**src/string_comment_lexer_unit_defines.svh**
```systemverilog
// Assertion macros used by the lexer core (scl_core).
// Needs clk and rst_n in scope; bodies vanish when SYNTH is defined.
`ifndef STRING_COMMENT_LEXER_UNIT_DEFINES_SVH
`define STRING_COMMENT_LEXER_UNIT_DEFINES_SVH

`ifndef SYNTH
`define SCL_ASSERT_SAME(lbl, pre, post, msg) \
    lbl: assert property (@(posedge clk) disable iff (!rst_n) (pre) |-> (post)) else $error(msg);
`define SCL_ASSERT_NEXT(lbl, pre, post, msg) \
    lbl: assert property (@(posedge clk) disable iff (!rst_n) (pre) |=> (post)) else $error(msg);
`else
`define SCL_ASSERT_SAME(lbl, pre, post, msg)
`define SCL_ASSERT_NEXT(lbl, pre, post, msg)
`endif

`endif

```
**src/scl_pkg.sv**
```systemverilog
// Types, constants and the delimiter compare for the string/comment lexer.
// No dependencies; imported by every lexer module.
package scl_pkg;

    localparam int MAX_DELIM_LEN = 4;
    localparam int DELIM_BYTES   = 4;
    localparam int DELIM_W       = 35;
    localparam int CFG_ADDR_W    = 3;
    localparam int IN_DATA_W     = 64;
    localparam int OUT_DATA_W    = 72;

    // longest delimiter that may ever match
    localparam logic [2:0] DELIM_LEN_LIMIT =
        (MAX_DELIM_LEN < DELIM_BYTES) ? 3'(MAX_DELIM_LEN) : 3'(DELIM_BYTES);

    localparam logic [7:0] CHAR_DQUOTE  = 8'h22;
    localparam logic [7:0] CHAR_SQUOTE  = 8'h27;
    localparam logic [7:0] CHAR_NEWLINE = 8'h0a;

    localparam logic [7:0] ESCAPE_RESET   = 8'd92;
    localparam logic [7:0] DQ_STYLE_RESET = 8'd1;
    localparam logic [7:0] SQ_STYLE_RESET = 8'd2;
    localparam logic [7:0] CM_STYLE_RESET = 8'd3;

    typedef enum logic [CFG_ADDR_W-1:0] {
        REG_LINE_DELIM  = 3'd0,
        REG_BLOCK_OPEN  = 3'd1,
        REG_BLOCK_CLOSE = 3'd2,
        REG_ESCAPE      = 3'd3,
        REG_DQ_STYLE    = 3'd4,
        REG_SQ_STYLE    = 3'd5,
        REG_CM_STYLE    = 3'd6
    } reg_idx_t;

    typedef enum logic [4:0] {
        MODE_IDLE  = 5'b00001,
        MODE_DQ    = 5'b00010,
        MODE_SQ    = 5'b00100,
        MODE_LINE  = 5'b01000,
        MODE_BLOCK = 5'b10000
    } mode_t;

    typedef struct packed {
        logic [DELIM_W-1:0] line_delim;
        logic [DELIM_W-1:0] block_open;
        logic [DELIM_W-1:0] block_close;
        logic [7:0]         escape_char;
        logic [7:0]         dq_style;
        logic [7:0]         sq_style;
        logic [7:0]         cm_style;
    } cfg_t;

    typedef struct packed {
        logic        chunk_start;
        logic [31:0] position;
        logic [23:0] ahead_bytes;
        logic [7:0]  text_byte;
    } item_t;

    typedef struct packed {
        logic [7:0]  run_style;
        logic [31:0] run_length;
        logic [31:0] run_start;
    } res_t;

    // length in bits 34:32, bytes first-lowest below; zero length never matches
    function automatic logic delim_match(logic [DELIM_W-1:0] d, logic [31:0] win);
        logic [2:0] n;
        logic       hit;
        n   = d[34:32];
        hit = (n != 3'd0) && (n <= DELIM_LEN_LIMIT);
        for (int i = 0; i < DELIM_BYTES; i++) begin
            if ((3'(i) < n) && (d[8*i +: 8] != win[8*i +: 8]))
            begin
                hit = 1'b0;
            end
        end
        return hit;
    endfunction

endpackage

```
**src/scl_cfg_regs.sv**
```systemverilog
// Configuration register file for the lexer: delimiters, escape byte, styles.
// Depends on scl_pkg.
module scl_cfg_regs (
    input  logic                           clk,
    input  logic                           rst_n,
    input  logic                           cfg_we,
    input  logic [scl_pkg::CFG_ADDR_W-1:0] cfg_addr,
    input  logic [scl_pkg::DELIM_W-1:0]    cfg_wdata,
    output scl_pkg::cfg_t                  cfg
);
    import scl_pkg::*;

    cfg_t cfg_reg;

    always_ff @(posedge clk or negedge rst_n)
    begin
        if (!rst_n)
        begin
            cfg_reg.line_delim  <= '0;
            cfg_reg.block_open  <= '0;
            cfg_reg.block_close <= '0;
            cfg_reg.escape_char <= ESCAPE_RESET;
            cfg_reg.dq_style    <= DQ_STYLE_RESET;
            cfg_reg.sq_style    <= SQ_STYLE_RESET;
            cfg_reg.cm_style    <= CM_STYLE_RESET;
        end
        else if (cfg_we)
        begin
            unique case (cfg_addr)
                REG_LINE_DELIM:  cfg_reg.line_delim  <= cfg_wdata;
                REG_BLOCK_OPEN:  cfg_reg.block_open  <= cfg_wdata;
                REG_BLOCK_CLOSE: cfg_reg.block_close <= cfg_wdata;
                REG_ESCAPE:      cfg_reg.escape_char <= cfg_wdata[7:0];
                REG_DQ_STYLE:    cfg_reg.dq_style    <= cfg_wdata[7:0];
                REG_SQ_STYLE:    cfg_reg.sq_style    <= cfg_wdata[7:0];
                REG_CM_STYLE:    cfg_reg.cm_style    <= cfg_wdata[7:0];
                default:         ; // unmapped index, dropped
            endcase
        end
    end

    assign cfg = cfg_reg;

endmodule

```
**src/scl_in_stage.sv**
```systemverilog
// Lexer input register: captures a byte request per cycle while empty or the held item moves on.
// Depends on scl_pkg.
module scl_in_stage (
    input  logic                          clk,
    input  logic                          rst_n,
    input  logic                          s_tvalid,
    output logic                          s_tready,
    input  logic [scl_pkg::IN_DATA_W-1:0] s_tdata,
    input  logic                          s_tuser,
    input  logic                          advance,
    output logic                          item_valid,
    output scl_pkg::item_t                item
);
    import scl_pkg::*;

    logic  valid_reg;
    logic  valid_next;
    item_t item_reg;

    assign s_tready = !valid_reg || advance;

    always_comb
    begin
        valid_next = valid_reg;
        if (s_tready)
        begin
            valid_next = s_tvalid;
        end
    end

    always_ff @(posedge clk or negedge rst_n)
    begin
        if (!rst_n)
        begin
            valid_reg <= 1'b0;
        end
        else
        begin
            valid_reg <= valid_next;
        end
    end

    always_ff @(posedge clk)
    begin
        if (s_tvalid && s_tready)
        begin
            item_reg.text_byte   <= s_tdata[7:0];
            item_reg.ahead_bytes <= s_tdata[31:8];
            item_reg.position    <= s_tdata[63:32];
            item_reg.chunk_start <= s_tuser;
        end
    end

    assign item_valid = valid_reg;
    assign item       = item_reg;

endmodule

```
**src/scl_core.sv**
```systemverilog
// Lexer mode logic: holds mode, run start and previous byte, decides one byte
// per cycle while fire is high, forms the run result. Depends on scl_pkg and the defines header.
`include "string_comment_lexer_unit_defines.svh"

module scl_core (
    input  logic           clk,
    input  logic           rst_n,
    input  logic           fire,
    input  scl_pkg::item_t item,
    input  scl_pkg::cfg_t  cfg,
    output logic           emit,
    output scl_pkg::res_t  res
);
    import scl_pkg::*;

    mode_t       mode_reg;
    mode_t       mode_next;
    mode_t       mode_cur;
    logic [31:0] run_begin_reg;
    logic [31:0] run_begin_next;
    logic [7:0]  prior_byte_reg;

    logic [31:0] win;
    logic        escaped;
    logic [2:0]  extra;
    logic [7:0]  style;
    logic [31:0] diff;
    logic [32:0] len_sum;

    assign win     = {item.ahead_bytes, item.text_byte};
    assign escaped = (prior_byte_reg == cfg.escape_char);
    assign mode_cur = item.chunk_start ? MODE_IDLE : mode_reg;

    always_comb
    begin
        mode_next      = mode_cur;
        run_begin_next = run_begin_reg;
        emit           = 1'b0;
        extra          = 3'd1;
        style          = cfg.cm_style;
        unique case (mode_cur)
            MODE_IDLE:
            begin
                if (delim_match(cfg.line_delim, win))
                begin
                    mode_next      = MODE_LINE;
                    run_begin_next = item.position;
                end
                else if (item.text_byte == CHAR_DQUOTE)
                begin
                    mode_next      = MODE_DQ;
                    run_begin_next = item.position;
                end
                else if (item.text_byte == CHAR_SQUOTE)
                begin
                    mode_next      = MODE_SQ;
                    run_begin_next = item.position;
                end
                else if (delim_match(cfg.block_open, win))
                begin
                    mode_next      = MODE_BLOCK;
                    run_begin_next = item.position;
                end
            end
            MODE_DQ:
            begin
                style = cfg.dq_style;
                emit  = (item.text_byte == CHAR_DQUOTE) && !escaped;
            end
            MODE_SQ:
            begin
                style = cfg.sq_style;
                emit  = (item.text_byte == CHAR_SQUOTE) && !escaped;
            end
            MODE_LINE:
            begin
                emit = (item.text_byte == CHAR_NEWLINE);
            end
            MODE_BLOCK:
            begin
                extra = cfg.block_close[34:32];
                emit  = delim_match(cfg.block_close, win);
            end
            default:
            begin
                // unreachable code: behaves as a run that never closes
            end
        endcase
        if (emit)
        begin
            mode_next      = MODE_IDLE;
            run_begin_next = '0;
        end
    end

    // difference wraps first, then one byte (or the close delimiter length in block mode) is added and saturated
    assign diff    = item.position - run_begin_reg;
    assign len_sum = {1'b0, diff} + 33'(extra);

    assign res.run_start  = run_begin_reg;
    assign res.run_length = len_sum[32] ? '1 : len_sum[31:0];
    assign res.run_style  = style;

    always_ff @(posedge clk or negedge rst_n)
    begin
        if (!rst_n)
        begin
            mode_reg       <= MODE_IDLE;
            run_begin_reg  <= '0;
            prior_byte_reg <= '0;
        end
        else if (fire)
        begin
            mode_reg       <= mode_next;
            run_begin_reg  <= run_begin_next;
            prior_byte_reg <= item.text_byte;
        end
    end

    `SCL_ASSERT_NEXT(a_close_to_idle, fire && emit, (mode_reg == MODE_IDLE) && (run_begin_reg == 32'd0), "run close did not return to idle")
    `SCL_ASSERT_SAME(a_len_nonzero, fire && emit && (mode_cur != MODE_BLOCK), res.run_length != 32'd0, "zero run length")
    `SCL_ASSERT_NEXT(a_prior_tracks, fire, prior_byte_reg == $past(item.text_byte), "previous byte not tracked")

endmodule

```
**src/scl_out_stage.sv**
```systemverilog
// Result register of the lexer: holds one run until the sink takes it.
// Depends on scl_pkg.
module scl_out_stage (
    input  logic                           clk,
    input  logic                           rst_n,
    input  logic                           fire,
    input  logic                           emit,
    input  scl_pkg::res_t                  res,
    output logic                           m_tvalid,
    input  logic                           m_tready,
    output logic [scl_pkg::OUT_DATA_W-1:0] m_tdata
);
    import scl_pkg::*;

    logic valid_reg;
    logic valid_next;
    res_t res_reg;

    always_comb
    begin
        valid_next = valid_reg;
        if (fire)
        begin
            valid_next = emit;
        end
        else if (m_tready)
        begin
            valid_next = 1'b0;
        end
    end

    always_ff @(posedge clk or negedge rst_n)
    begin
        if (!rst_n)
        begin
            valid_reg <= 1'b0;
        end
        else
        begin
            valid_reg <= valid_next;
        end
    end

    always_ff @(posedge clk)
    begin
        if (fire && emit)
        begin
            res_reg <= res;
        end
    end

    assign m_tvalid = valid_reg;
    assign m_tdata  = {res_reg.run_style, res_reg.run_length, res_reg.run_start};

endmodule

```
**src/string_comment_lexer_unit.sv**
```systemverilog
// String and comment run lexer, one text byte per request.
// A run shows on m_tvalid once its closing byte has passed the input register and been fired into the output register.
// Throughput: one byte per cycle while no result is held back; the only loop is the mode/run-start register update.
// A result waiting in the output register stalls intake only while it is not taken.
// Reset (rst_n, async, low): idle mode, run start and previous byte zero, registers to defaults.
module string_comment_lexer_unit (
    input  logic                           clk,
    input  logic                           rst_n,
    input  logic                           cfg_we,
    input  logic [scl_pkg::CFG_ADDR_W-1:0] cfg_addr,
    input  logic [scl_pkg::DELIM_W-1:0]    cfg_wdata,
    input  logic                           s_tvalid,
    output logic                           s_tready,
    // [7:0] text_byte, [31:8] ahead_bytes, [63:32] position
    input  logic [scl_pkg::IN_DATA_W-1:0]  s_tdata,
    // [0] chunk_start
    input  logic                           s_tuser,
    output logic                           m_tvalid,
    input  logic                           m_tready,
    // [31:0] run_start, [63:32] run_length, [71:64] run_style
    output logic [scl_pkg::OUT_DATA_W-1:0] m_tdata
);
    import scl_pkg::*;

    cfg_t  cfg;
    item_t item;
    res_t  res;
    logic  item_valid;
    logic  emit;
    logic  fire;

    // item moves on when the result slot is empty or being drained
    assign fire = item_valid && (!m_tvalid || m_tready);

    scl_cfg_regs u_cfg (
        .clk       (clk),
        .rst_n     (rst_n),
        .cfg_we    (cfg_we),
        .cfg_addr  (cfg_addr),
        .cfg_wdata (cfg_wdata),
        .cfg       (cfg)
    );

    scl_in_stage u_in (
        .clk        (clk),
        .rst_n      (rst_n),
        .s_tvalid   (s_tvalid),
        .s_tready   (s_tready),
        .s_tdata    (s_tdata),
        .s_tuser    (s_tuser),
        .advance    (fire),
        .item_valid (item_valid),
        .item       (item)
    );

    scl_core u_core (
        .clk   (clk),
        .rst_n (rst_n),
        .fire  (fire),
        .item  (item),
        .cfg   (cfg),
        .emit  (emit),
        .res   (res)
    );

    scl_out_stage u_out (
        .clk      (clk),
        .rst_n    (rst_n),
        .fire     (fire),
        .emit     (emit),
        .res      (res),
        .m_tvalid (m_tvalid),
        .m_tready (m_tready),
        .m_tdata  (m_tdata)
    );

endmodule

```
**config.mk**
```make
export PLATFORM = sky130hd
export DESIGN_NAME = string_comment_lexer_unit
export DESIGN_NICKNAME = d
export VERILOG_FILES = /design/src/scl_pkg.sv /design/src/scl_cfg_regs.sv /design/src/scl_in_stage.sv /design/src/scl_core.sv /design/src/scl_out_stage.sv /design/src/string_comment_lexer_unit.sv
export VERILOG_INCLUDE_DIRS = /design/src /design/src/src
export SDC_FILE = /design/constraint.sdc
export NUM_CORES = 1
export LEC_CHECK = 0
export BUFFER_PORTS_ARGS = -buffer_cell sky130_fd_sc_hd__buf_4
export CORE_MARGIN = 4
export CORE_UTILIZATION = 55
export CTS_CLUSTER_DIAMETER = 200
export DETAILED_ROUTE_END_ITERATION = 12
export GPL_ROUTABILITY_DRIVEN = 0
export PLACE_DENSITY_LB_ADDON = 0.25
export SLEW_MARGIN = 15
export SYNTH_ARGS = -nofsm -noshare
export SYNTH_HDL_FRONTEND = slang
export SYNTH_HIERARCHICAL = 1
export SYNTH_SLANG_ARGS = --single-unit
```
**constraint.sdc**
```tcl
create_clock -name clk -period 10.9 [get_ports clk]
set_clock_uncertainty 0.05 [all_clocks]
set_input_delay 1.09 -clock clk [delete_from_list [all_inputs] [get_ports clk]]
set_output_delay 1.09 -clock clk [all_outputs]
set_load 0.03 [all_outputs]
```
Word level (Yosys, flattened, before mapping)
Cells that the tools add are included.
Widths: inputs -> output; s select.
- flip-flop bits (word level): 321
- bits of input ports: 108
- output and inout port bits: 74
- reduce and logical (&&, ||, !) cells: 40
- add/subtract/negate cells: 2
- $lt $le $gt $ge: 15
- equal/unequal tests: 27
- mux-type cells: 35
- operator list (operator ; number):
    $mux 32 ; 6
    $ne 8x8->1 ; 12
    $mux 5 ; 7
    $add 32x3->33 ; 1
    $sub 32x32->32 ; 1
    $logic_and 1x1->1 ; 20
    $mux 1 ; 19
    $lt 1x3->1 const A ; 6
    $lt 2x3->1 const A ; 6
    $eq 8x6->1 const B ; 2
    $pmux 8 s2 ; 1
    $reduce_and 2->1 ; 7
    $eq 3x3->1 const B ; 3
    $le 3x3->1 const B ; 3
    $reduce_bool 3->1 ; 3
    $eq 8x4->1 const B ; 1
    $eq 8x8->1 ; 1
    $eq 3x2->1 const B ; 2
    $eq 5x1->1 const B ; 1
    $eq 5x2->1 const B ; 1
    $eq 5x3->1 const B ; 1
    $eq 5x4->1 const B ; 1
    $eq 5x5->1 const B ; 1
    $reduce_bool 5->1 ; 1
    other kinds (8) ; 12

Depth between registers and ports, before layout
Gate-level depths: netlist (run 1).
- depth after elaboration: 16
- depth in mapped cells: 16
- depth with buffers taken out: 14

Modules after synthesis
The synthesis (run 1) kept the hierarchy.
- modules (own cells, without submodules) (module ; cells an instance ; instances ; area an instance (µm²) ; sequential area each (µm²)):
    scl_core ; 851 ; 1 ; 6600.1 ; 1127.3
    scl_cfg_regs ; 297 ; 1 ; 5147.4 ; 3438.3
    scl_out_stage ; 76 ; 1 ; 2207.1 ; 2187.1
    scl_in_stage ; 69 ; 1 ; 2005.7 ; 1976.9
    string_comment_lexer_unit ; 2 ; 1 ; 11.3 ; 0.0

Worst setup path before layout (run 1)
OpenSTA, ideal clock, no wires.
- kind: register to register
- start point: register u_in.item_reg, in the netlist u_in/item[32]
- end point: register u_out.res_reg, in the netlist u_out/m_tdata[60] (data pin)
- cell stages (with the launch flop): 16
- library setup time: 0.134 ns
- clock period less this slack: 3.706 ns
- path slack: 7.194 ns
- path buffers: 2
- arrival time: 3.523 ns
- path through: edfxtp_1 -> inv_1 -> ha_1 -> inv_1 -> fa_1 -> a211oi_2 -> o21ai_4 -> xor2_2 -> nand4_2 -> nor4b_4 -> nand4b_2 -> nor4_4 -> o2111ai_2 -> buf_6 -> buf_6 -> nand3_2
- cells in the longest elaborated chain, start to end: 2
- RTL lines (item ; line ; source):
    start: declaration ; scl_in_stage.sv:18 ; item_t item_reg;
    $sub 32x32->32 ; scl_core.sv:97 ; assign diff = item.position - run_begin_reg;
    $add 32x3->33 ; scl_core.sv:98 ; assign len_sum = {1'b0, diff} + 33'(extra);
    end signal: assignment ; scl_out_stage.sv:48 ; res_reg <= res;
    end: declaration ; scl_out_stage.sv:17 ; res_t res_reg;
Every way passes these cells.
A chain may end at the register's enable or synchronous reset.

Final worst setup path (run 1)
- start point: register u_in.item_reg, in the netlist u_in/item[32]
- end point: register u_out.res_reg, in the netlist u_out/m_tdata[32] (data pin)
Same word-level chain as after synthesis.

==> flow_summary.toml, run 1 <==
[synth]
synthAdderAreaFrac_pct = 2.91
ys_warn_count = 6
ys_ff_latch = 321
ys_types = 90
synth_seq_area_share_pct = 54.7
synth_edf_count = 137
synth_ff_type = "dfrtp_1"
synth_fp_nets = 1439
async_flop_share_pct = 57.3
synth_area_sq_mm = 0.0160
synth_xor_area_share_pct = 7.83
syn_inst = 1295
synth.area.mux_share_pct = 10.6
synth_top_family_by_area = "simple AND/OR/NAND/NOR gates"
syn_area_per_cell_sq_um = 12.3
synth-compound-area-share_pct = 9.65
synth-simple-area-share_pct = 11.5

[routing]
drc = 0
routed.top_layer = "met5"
wl_met3_mm = 1.91
drt-met1-wl_mm = 14.9
wl_met2_mm = 17.8
vias = 10800
drt_iter0_markers = 595
wl_mm = 35.1
post_drt_wl_per_cell_um = 18.7
ant_nets = 0
dr.pass1.iters = 5
viasPerCell = 5.74

[setup_path]
crit_type = "reg2reg"
crit_start = "u_in/item[32]"
crit_cells = 14
crit_top_cell = "inv_1"
max_stage_delay_ns = 0.53
path_buf_inv = 3
crit_slowest_cell = "nor4_4"
path_max_fanout = 30
cp-start-kind = "flip-flop"
required_ns = 11.27
reg2reg_depth = 14
worstPathCellList = "inv_1 > ha_1 > inv_1 > fa_1 > a211oi_2 > o211ai_2 > a31oi_1 > o31ai_1 > xor2_1 > nand3_1 > nor4_4 > o2111ai_2 > buf_4 > or2b_1"
reg2reg_from = "u_in/item[32]"
endpoint_kind = "flip-flop"
r2r_end = "u_out/m_tdata[32]"
critPathTopFamily = "compound AO/OA/AOI/OAI gates"
cp.arrival_ns = 4.56
crit_end = "u_out/m_tdata[32]"
reg2reg_slack_ns = 6.71

[place]
dp_hpwl_mm = 25.0
dpl_cell_area_sq_mm = 0.0176
port_buffers = 181

[die]
die_area_sq_mm = 0.0318
die_h_um = 178
row_count = 62
pin_count = 182
initial_utilization_pct = 55.6
die_x_um = 178
coreArea_sq_mm = 0.0287

[pwr]
peakVddDrop_mv = 0.135
power_leakage_nw = 7.65
cellPowerDensity_mw_per_mm2 = 189
power_mw = 3.53

[cells_and_area]
final_core_util_pct = 65.1
antenna_cells = 0
drive_above_1_share_pct = 27.4
regArea_sq_mm = 0.00873
syn_to_final_growth_pct = 16.9
layout.nets = 1610
multi_input_area_sq_mm = 0.00682
fillers = 2251
finalInstanceArea_sq_mm = 0.0187
largest_reg_flops = 137

[min_path]
hp-class = "reg2reg"
hold_start = "u_core/run_begin_reg[0]"

[sta]
finalCritPeriodShare_pct = 38.4
slew_viol_final = 0
hold_violations = 0
slew_headroom_pct = 31.9
rsz0062_at_grt = "false"
whs_ns = 0.432
setup_tns_ns = 0
fmax_ghz = 0.239
finalCriticalPeriod_ns = 4.19
finalSetupViolCount = 0
worstMarginPinSlew_ns = 1.02

[clock_tree]
cts_setup_buffers = 0
cts_max_level = 1
cts_resized = 0
clk_pin_slew_ns = 0.06
cts_buffers = 31
cts-root-buf = "clkbuf_16"
cts_tree = "built"
cts.sinks = 321
clock_path_buffers = 3
cts-hold-fix-buffers = 0
clock_latency_ns = 0.56

[grt]
grt_overflow = 0
grt_start_max_net_pins = 101
antenna_found_initial = 2
grt_pass1_vias = 10900
grt_first_pass_wirelength_mm = 56.1
track_usage_pct = 21.9

[run_status]
status = "finished, final reports clean"

[flow_run]
max_cap_violations = 0
==> layout by cell type, fill, tap and decap left out, types with 9 or more instances in the layout <==
cell / instances
nor2_1: 59
nor3_1: 18
xnor2_1: 45
buf_4: 188
dfstp_2: 9
nand4_1: 21
mux2_1: 30
o21ai_0: 34
dfrtp_1: 175
a22o_1: 35
inv_1: 49
nand3_1: 24
a21oi_1: 48
a21o_1: 9
a22oi_1: 11
ha_1: 34
a211oi_1: 11
nand2_1: 83
xor2_1: 96
nand2_2: 9
or3_1: 9
clkbuf_16: 31
and2_1: 9
edfxtp_1: 137
mux2_2: 116
nor4_1: 25
==> synth_stat cells (25+ instances only) <==
master | count | share of area, %
dfrtp_1 | 175 | 27
edfxtp_1 | 137 | 26
mux2_2 | 116 | 8.2
xor2_1 | 96 | 5.3
nand2_1 | 83 | 2.0
nor2_1 | 59 | 1.4
inv_1 | 49 | 1.2
a21oi_1 | 48 | 1.5
xnor2_1 | 45 | 2.5
a22o_1 | 35 | 1.9
ha_1 | 34 | 2.7
o21ai_0 | 34 | 1.1
mux2_1 | 30 | 2.1
nor4_1 | 25 | 0.98
==> logic make-up after synthesis <==
| logic type | after synthesis |
|---|---|
| and+or+nand+nor | 328 |
| DFF | 321 |
| AOI/OAI and AO/OA | 216 |
| muxes | 151 |
| xor gates and xnor gates | 142 |
| buffers and inverters | 101 |
| adders and majority gates | 36 |
==> per-stage QoR <==
stage	std cells	worst slack, ns
after floorplan	1295	7.19
after global placement	1817	6.85
after detailed placement	1817	6.79
after CTS	1874	6.72
after global routing	1874	6.39
final	1874	6.71
==> power breakdown <==
group,total [mW],switching [mW],internal [mW]
clock network,1.07,0.443,0.624
logic,0.888,0.490,0.398
registers,1.57,0.116,1.45
==> worst min path at each step <==
stage                         to  slack [ns]  depth (start not counted)
2_1_floorplan  u_out/m_tdata[10]        0.40                          0
3_3_place_gp    u_out/m_tdata[4]        0.40                          0
5_1_grt         u_out/m_tdata[0]        0.44                          0
4_1_cts         u_out/m_tdata[0]        0.43                          0
6_report        u_out/m_tdata[0]        0.43                          0
3_5_place_dp   u_out/m_tdata[23]        0.42                          0
==> cell type report <==
cell class | instances | area share, %
tap | 384 | 2.57
multi-input combinational | 873 | 36.5
timing repair buffer | 190 | 7.68
sequential | 321 | 46.7
inverter | 49 | 0.985
clock buffer | 40 | 4.60
clock inverter | 17 | 0.884
==> layer usage <==
metal  vias up  track usage (%)
met2       319             38.8
met1      5275             28.7
met4         4             4.61
met5         -                0
li1       5106                -
met3        51             3.26
==> worst reg2reg max path: cells and delay by family, from the launching register on <==
kind	cells	cell delay (ns)
xor+xnor	1	0.29
buf+inv	3	0.42
flops	1	0.38
fa+ha+maj	2	0.59
compound gates	5	1.37
simple gates	3	0.98
(Power assumes the default switching activity.)
==> run 2, diff against run 1 <==
==> constraint.sdc (replaced) <==
create_clock -name clk -period 4.3 [get_ports clk]
set_clock_uncertainty 0.05 [all_clocks]
set_input_delay 0.43 -clock clk [delete_from_list [all_inputs] [get_ports clk]]
set_output_delay 0.43 -clock clk [all_outputs]
set_load 0.03 [all_outputs]
==> flow_summary.toml, run 2 (same netlist as run 1, synthesis figures left out) <==
[pwr]
peakVddDrop_mv = 0.429
power_leakage_nw = 7.99
power_mw = 9.08
cellPowerDensity_mw_per_mm2 = 467

[cells_and_area]
finalInstanceArea_sq_mm = 0.0194
largest_reg_flops = 137
multi_input_area_sq_mm = 0.00684
antenna_cells = 0
syn_to_final_growth_pct = 21.7
final_common_cell = "buf_4"
regArea_sq_mm = 0.00873
drive_above_1_share_pct = 26.6
final_core_util_pct = 67.7
layout.nets = 1685
fillers = 2126
mostFrequentLayoutCells = "196 x buf_4, 175 x dfrtp_1, 137 x edfxtp_1"

[clock_tree]
cts_buffers = 31
cts_max_level = 1
cts_tree = "built"
cts.sinks = 321
clock_latency_ns = 0.57
clock_path_buffers = 3
clk_pin_slew_ns = 0.06
cts-root-buf = "clkbuf_16"

[grt]
grt_start_max_net_pins = 95
antenna_found_initial = 1
grt_first_pass_wirelength_mm = 58.1
track_usage_pct = 22.8
grt_overflow = 0
grt_pass1_vias = 11200

[die]
coreArea_sq_mm = 0.0287
row_count = 62
pin_count = 182
initial_utilization_pct = 55.6
die_x_um = 178
die_h_um = 178
die_area_sq_mm = 0.0318

[place]
port_buffers = 181
dp_hpwl_mm = 25.4
dpl_cell_area_sq_mm = 0.0177

[sta]
fmax_ghz = 0.247
worstMarginPinSlew_ns = 1.02
finalCriticalPeriod_ns = 4.04
slew_headroom_pct = 31.7
finalSetupViolCount = 0
setup_tns_ns = 0
slew_viol_final = 0
rsz0062_at_grt = "false"
finalCritPeriodShare_pct = 94.0
whs_ns = 0.0485
hold_violations = 0

[run_status]
status = "finished, final reports clean"

[routing]
post_drt_wl_per_cell_um = 18.9
viasPerCell = 5.69
dr.pass1.iters = 6
wl_mm = 36.8
drc = 0
vias = 11100
drt_iter0_markers = 776
ant_nets = 0

[setup_path]
reg2reg_slack_ns = 0.26
crit_slowest_cell = "nor4_1"
cp.arrival_ns = 4.44
crit_start = "u_in/item[44]"
max_stage_delay_ns = 0.59
crit_type = "reg2reg"
required_ns = 4.70
reg2reg_from = "u_in/item[44]"
critPathTopFamily = "simple AND/OR/NAND/NOR gates"
crit_top_cell = "a21oi_1"
path_buf_inv = 1
cp-start-kind = "flip-flop"
endpoint_kind = "flip-flop"
path_max_fanout = 30
worstPathCellList = "ha_1 > a21oi_1 > o21ai_0 > a21oi_1 > a2111oi_0 > nor4_1 > nand2_1 > nor4_4 > o2111ai_2 > buf_4 > or2b_1"

[min_path]
hp-class = "in2reg"
hold_start = "cfg_wdata[9]"

[flow_run]
max_cap_violations = 0
[run 2: cell types whose count changed in the layout (fill, tap and decap cells not counted), moves of 2 or more]
cell           change
clkbuf_8           -3
buf_4              +8
clkinvlp_4         -3
clkbuf_1           +2
dlygate4sd3_1     +67
[run 2: layout make-up]
class	instances	area share [%]
Sequential cell	321	44.9
Multi-Input combinational cell	873	35.2
Timing Repair Buffer	265	11.2
Clock buffer	39	4.25
Tap cell	384	2.47
Clock inverter	19	1.11
Inverter	49	0.946
[run 2: repair_timing]
item / CTS / global route
setup buffers: 0 / 2
hold endpoints to repair: 148 / 0
hold buffers: 67 / 0
resized for setup: 0 / 3
endpoints found under the setup margin: 0 / 32
[run 2: report_power, final]
group | total, mW | switching [mW] | internal [mW]
Combinational | 2.32 | 1.26 | 1.06
Sequential | 3.99 | 0.302 | 3.69
Clock | 2.77 | 1.16 | 1.61
Total | 9.08 | 2.73 | 6.35
[run 2: final timing paths]
| path | cells after the start | to |
|---|---|---|
| max in group asynchronous | 3 | u_cfg/cfg[117] |
| min in group asynchronous | 2 | u_cfg/cfg[69] |
| max | 11 | u_out/m_tdata[33] |
| min | 2 | u_cfg/cfg[111] |
| min reg2reg | 0 | u_out/m_tdata[0] |
| max reg2reg | 11 | u_out/m_tdata[33] |
[run 2: routing by layer]
layer	vias to the layer above	wire length, um	global-route usage [%]
li1	5239	-	-
met1	5448	15200	29.3
met2	327	18800	40.8
met3	71	1690	2.88
met4	2	1070	6.04
met5	-	7	0
[run 2: stage by stage]
stage                     instances  worst slack, ns
after detailed placement       1823            0.181
after global routing           1950           0.0267
after global placement         1823            0.270
after CTS                      1948            0.144
final                          1950            0.259
after floorplan                1295            0.594
